==> src/rtl/lrf_pkg.sv <==
package lrf_pkg;

   localparam int SCREEN_WIDTH_DEF = 84;
   localparam int BANK_COUNT_DEF   = 6;

   localparam logic OP_START = 1'b0;
   localparam logic OP_STEP  = 1'b1;

   localparam logic [2:0] BIT_MASK = 3'h7;

   typedef struct packed {
      logic       operation;
      logic [6:0] x_start;
      logic [5:0] y_start;
      logic [6:0] x_end;
      logic [5:0] y_end;
   } req_type;

   typedef struct packed {
      logic [6:0] column;
      logic [2:0] bank;
      logic [7:0] column_byte;
      logic       last_pixel;
   } rsp_type;

   typedef struct packed {
      logic [6:0] x;
      logic [6:0] y;
      logic       last;
   } pixel_type;

endpackage

==> src/rtl/lrf_stepper.sv <==
module lrf_stepper
   import lrf_pkg::*;
(
   input  logic      clock,
   input  logic      reset,
   input  logic      start,
   input  logic      step,
   input  req_type   req,
   output logic      active,
   output pixel_type pixel
);

   logic [6:0] major_pos_ff, major_pos_in;
   logic [6:0] minor_pos_ff, minor_pos_in;
   logic [6:0] pixels_left_ff, pixels_left_in;
   logic [7:0] error_acc_ff, error_acc_in;
   logic [6:0] major_delta_ff, major_delta_in;
   logic [6:0] minor_delta_ff, minor_delta_in;
   logic       x_is_major_ff, x_is_major_in;
   logic       major_dir_ff, major_dir_in;
   logic       minor_dir_ff, minor_dir_in;

   logic [6:0] dx;
   logic [6:0] dy;
   logic [7:0] e_sum;
   logic [9:0] e_twice;
   logic       minor_move;

   assign dx = (req.x_start >= req.x_end) ? (req.x_start - req.x_end)
                                          : (req.x_end - req.x_start);
   assign dy = {1'b0, (req.y_start >= req.y_end) ? (req.y_start - req.y_end)
                                                 : (req.y_end - req.y_start)};

   assign e_sum      = error_acc_ff + {1'b0, minor_delta_ff};
   assign e_twice    = {e_sum[7], e_sum, 1'b0};
   assign minor_move = $signed(e_twice) >= $signed({3'b000, major_delta_ff});

   assign active     = pixels_left_ff != 7'd0;
   assign pixel.x    = x_is_major_ff ? major_pos_ff : minor_pos_ff;
   assign pixel.y    = x_is_major_ff ? minor_pos_ff : major_pos_ff;
   assign pixel.last = pixels_left_ff == 7'd1;

   always_comb begin
      major_pos_in   = major_pos_ff;
      minor_pos_in   = minor_pos_ff;
      pixels_left_in = pixels_left_ff;
      error_acc_in   = error_acc_ff;
      major_delta_in = major_delta_ff;
      minor_delta_in = minor_delta_ff;
      x_is_major_in  = x_is_major_ff;
      major_dir_in   = major_dir_ff;
      minor_dir_in   = minor_dir_ff;
      if (start) begin
         error_acc_in = 8'd0;
         if (dx >= dy) begin
            x_is_major_in  = 1'b1;
            major_pos_in   = req.x_start;
            minor_pos_in   = {1'b0, req.y_start};
            major_delta_in = dx;
            minor_delta_in = dy;
            major_dir_in   = !(req.x_start < req.x_end);
            minor_dir_in   = !(req.y_end > req.y_start);
            pixels_left_in = dx;
         end else begin
            x_is_major_in  = 1'b0;
            major_pos_in   = {1'b0, req.y_start};
            minor_pos_in   = req.x_start;
            major_delta_in = dy;
            minor_delta_in = dx;
            major_dir_in   = !(req.y_start < req.y_end);
            minor_dir_in   = !(req.x_end > req.x_start);
            pixels_left_in = dy;
         end
      end else if (step) begin
         if (minor_move) begin
            minor_pos_in = minor_dir_ff ? minor_pos_ff - 7'd1 : minor_pos_ff + 7'd1;
            error_acc_in = e_sum - {1'b0, major_delta_ff};
         end else begin
            error_acc_in = e_sum;
         end
         major_pos_in   = major_dir_ff ? major_pos_ff - 7'd1 : major_pos_ff + 7'd1;
         pixels_left_in = pixels_left_ff - 7'd1;
      end
   end

   always_ff @(posedge clock) begin
      if (reset) begin
         major_pos_ff   <= '0;
         minor_pos_ff   <= '0;
         pixels_left_ff <= '0;
         error_acc_ff   <= '0;
         major_delta_ff <= '0;
         minor_delta_ff <= '0;
         x_is_major_ff  <= 1'b0;
         major_dir_ff   <= 1'b0;
         minor_dir_ff   <= 1'b0;
      end else begin
         major_pos_ff   <= major_pos_in;
         minor_pos_ff   <= minor_pos_in;
         pixels_left_ff <= pixels_left_in;
         error_acc_ff   <= error_acc_in;
         major_delta_ff <= major_delta_in;
         minor_delta_ff <= minor_delta_in;
         x_is_major_ff  <= x_is_major_in;
         major_dir_ff   <= major_dir_in;
         minor_dir_ff   <= minor_dir_in;
      end
   end

endmodule

==> config.mk <==
export PLATFORM = sky130hd
export DESIGN_NAME = lrf_stepper
export DESIGN_NICKNAME = d
export VERILOG_FILES = /design/src/rtl/lrf_pkg.sv /design/src/rtl/lrf_stepper.sv
export SDC_FILE = /design/constraint.sdc
export NUM_CORES = 1
export LEC_CHECK = 0
export BUFFER_PORTS_ARGS = -buffer_cell sky130_fd_sc_hd__buf_2
export CORE_MARGIN = 10
export CORE_UTILIZATION = 31
export DETAILED_ROUTE_END_ITERATION = 8
export PLACE_DENSITY = 0.54
export SYNTH_ARGS = -nofsm -noshare
export SYNTH_HDL_FRONTEND = slang
export SYNTH_SLANG_ARGS = --single-unit
==> constraint.sdc <==
create_clock -name clock -period 7 [get_ports clock]
set_input_delay 0.7 -clock clock [delete_from_list [all_inputs] [get_ports clock]]
set_output_delay 0.7 -clock clock [all_outputs]
set_load 0.02 [all_outputs]
==> run metrics <==
P&R area growth vs syn 10.4%; met3 Use GR around 1.7%; gp weighted congestion between 0.9 and 1; crit share post-route between 70 and 80%; Clock Latency Late Sink ~0.28 ns; crit path cell chain buf_2 > ha_1 > and4_4 > o21ai_2 > o21ai_4 > mux2_2 > a2111o_1 > nand4_1 > inv_1 > ha_1 > a21oi_1 > o21ai_0 > a211oi_2 > nor3_1 > o21ai_0 > a311oi_1; Post-synth top flop dfxtp_1; htree depth 2; final net count around 750; Slew headroom around two fifths; CTS Buffer Depth 2; die height around 150 um; post-CTS sizing 0; Final Util ~35%; hold crit path type flop to flop; CORE AREA around 16000 um2; Buffers on Ports 45; I/O pin total 47; crit path kind input pin to flop; Die Wd 146 um; total gr overflow 0; Root Buffer clkbuf_16; DRT iter0 DRCs about 320; ratio of cells with drive above 1 in the final layout between 10 and 15%; final setup TNS 0 ns; initial antenna violation count 0; number of synthesized flops with an enable pin 0; number of buffers and inverters on the critical path 2; die area 21400 um2; achievable frequency 203 MHz; remaining routing DRC violations 0; Worst Skew ~0.0025 ns; critical path arrival 5.08 ns; routed vias 4441; row count 46; Max-cap violations 0; critical path endpoint category flop; Final Hold Fails 0; Worst-Margin Slew between 0.9 and 1 ns; area leader, netlist dfxtp_1; hpwl dp about 11 mm; most frequent cells in the layout inv_1, ha_1, a21oi_1; global route hottest layer met2; Total Routing Usage GR 12.3%; commonest non-fill, non-tap cell in the layout inv_1; post-synthesis instance total approximately 620; Starting Density between 30% and 40%; Max Slew Vio Count 0; routed len/inst approximately 16 um; Power Density around 270 nW/um2; Reg clk slew, reported paths 0.06 ns; final setup vio count 0; CTS Buf Count 5; CTS Hold Buffers Added 0; run status completed; Post-CTS Setup Bufs 0; Fillers 1705; Critical Path Start Type input pin; Crit path max-delay family compound AO/OA/AOI/OAI gates; fraction of registers with async set/reset 0%; synthesized net count approximately 720; Final Critical Period just under 5 ns; dominant cells by area after synthesis dfxtp_1, ha_1, a21oi_1; CTS sink cnt 46; CP max FO 14; GR Util met2 roughly 22%; antenna-violating nets left 0; first-pass GRT wire length 22.3 mm; CTS tree yes; Max stage delay cell, worst path a211oi_2; # diodes 0; largest net degree at the start of global routing 38; part of the Yosys area used for sequential elements between 10% and 20%; vias in the first global route ~4500; RSZ-0062 raised after global routing no; Synth top area share 18.6%; vias per cell approximately 5.2; mean post-synth cell area between 7 and 8 um2; DRT Pass-1 Iters 5; Synth cell types 74; mapped cell area about 5000 um2; final wirelength 13.5 mm; peak supply drop ~0.14 mV; Yosys warnings 0; global routing met1 resource utilization 14.7%; worst endpoint required time 7.15 ns; leakage between 2 and 2.5 nW; Largest stage delay, worst path ~0.75 ns; synthesized flop and latch total between 40 and 50
==> cells in the mapped netlist, types with 5 or more instances <==
cell type,number
inv_1,70
ha_1,64
a21oi_1,61
nand2_1,49
dfxtp_1,46
nor2_1,37
o21ai_0,31
xnor2_1,21
mux2i_1,17
nor3_1,17
clkbuf_1,16
mux2_2,15
a211oi_1,14
xor2_1,11
a21o_1,9
nor2b_1,9
fa_1,8
o21a_1,7
o22ai_1,7
and2_1,6
buf_2,6
a311oi_1,5
nand3_1,5
nand4_1,5
==> power by group <==
part	switching, mW	total, mW	internal [mW]
Clock	0.0985	0.267	0.169
Combinational	0.488	0.835	0.347
Sequential	0.0475	0.356	0.308
Total	0.634	1.46	0.824
==> cell type report <==
| cell class | count | area (um2) | area share [%] |
|---|---|---|---|
| clock buffers | 6 | 129 | 2.36 |
| inverters | 70 | 263 | 4.81 |
| multi-input cells | 476 | 3620 | 66.2 |
| flip-flops and latches | 46 | 921 | 16.9 |
| clock inverters | 2 | 37.5 | 0.687 |
| well taps | 216 | 270 | 4.95 |
| repair buffers | 45 | 225 | 4.12 |
==> final timing paths <==
kind | start | endpoint | slack (ns) | depth (start not counted)
worst max register to register | minor_delta_ff[4] | error_acc_ff[0] | 3.45 | 12
worst min register to register | minor_delta_ff[6] | minor_delta_ff[6] | 0.48 | 1
worst max-delay path | req[25] | minor_pos_ff[2] | 2.06 | 16
worst min-delay path | minor_delta_ff[6] | minor_delta_ff[6] | 0.48 | 1
==> per-stage QoR <==
stage               setup WS [ns]  area (um2)  hold slack [ns]  instances  power (mW)
floorplan                    2.69        4950            0.434        619        1.02
global placement             1.88        5300            0.452        853        1.18
detailed placement           1.78        5300            0.467        853        1.20
CTS                          2.07        5460            0.482        861        1.47
global route                 1.77        5460            0.498        861        1.59
finish                       2.06        5460            0.478        861        1.46
==> routing by layer <==
metal,vias up,share of wire (%)
li1,2240,-
met1,2101,45
met2,80,50
met3,20,2.4
met4,0,2.0
met5,-,0
==> state kept, by name (all words and copies together), names as in the netlist <==
signal,count
minor_pos_ff,7
error_acc_ff,8
major_dir_ff,1
minor_delta_ff,7
minor_dir_ff,1
major_delta_ff,7
pixels_left_ff,7
major_pos_ff,7
x_is_major_ff,1
==> kinds of logic (layout without fill, tap and decap cells) <==
group	count (synthesis)	after routing	synth area share, %
DFF	46	46	18.6
adders and majority gates	72	72	19.4
xor gates and xnor gates	32	32	5.67
and+or+nand+nor	157	157	15.8
buffers and inverters	97	123	8.30
muxes	32	32	6.85
AOI/OAI and AO/OA	183	183	25.4
No activity file was read; power rests on OpenSTA's default activity.
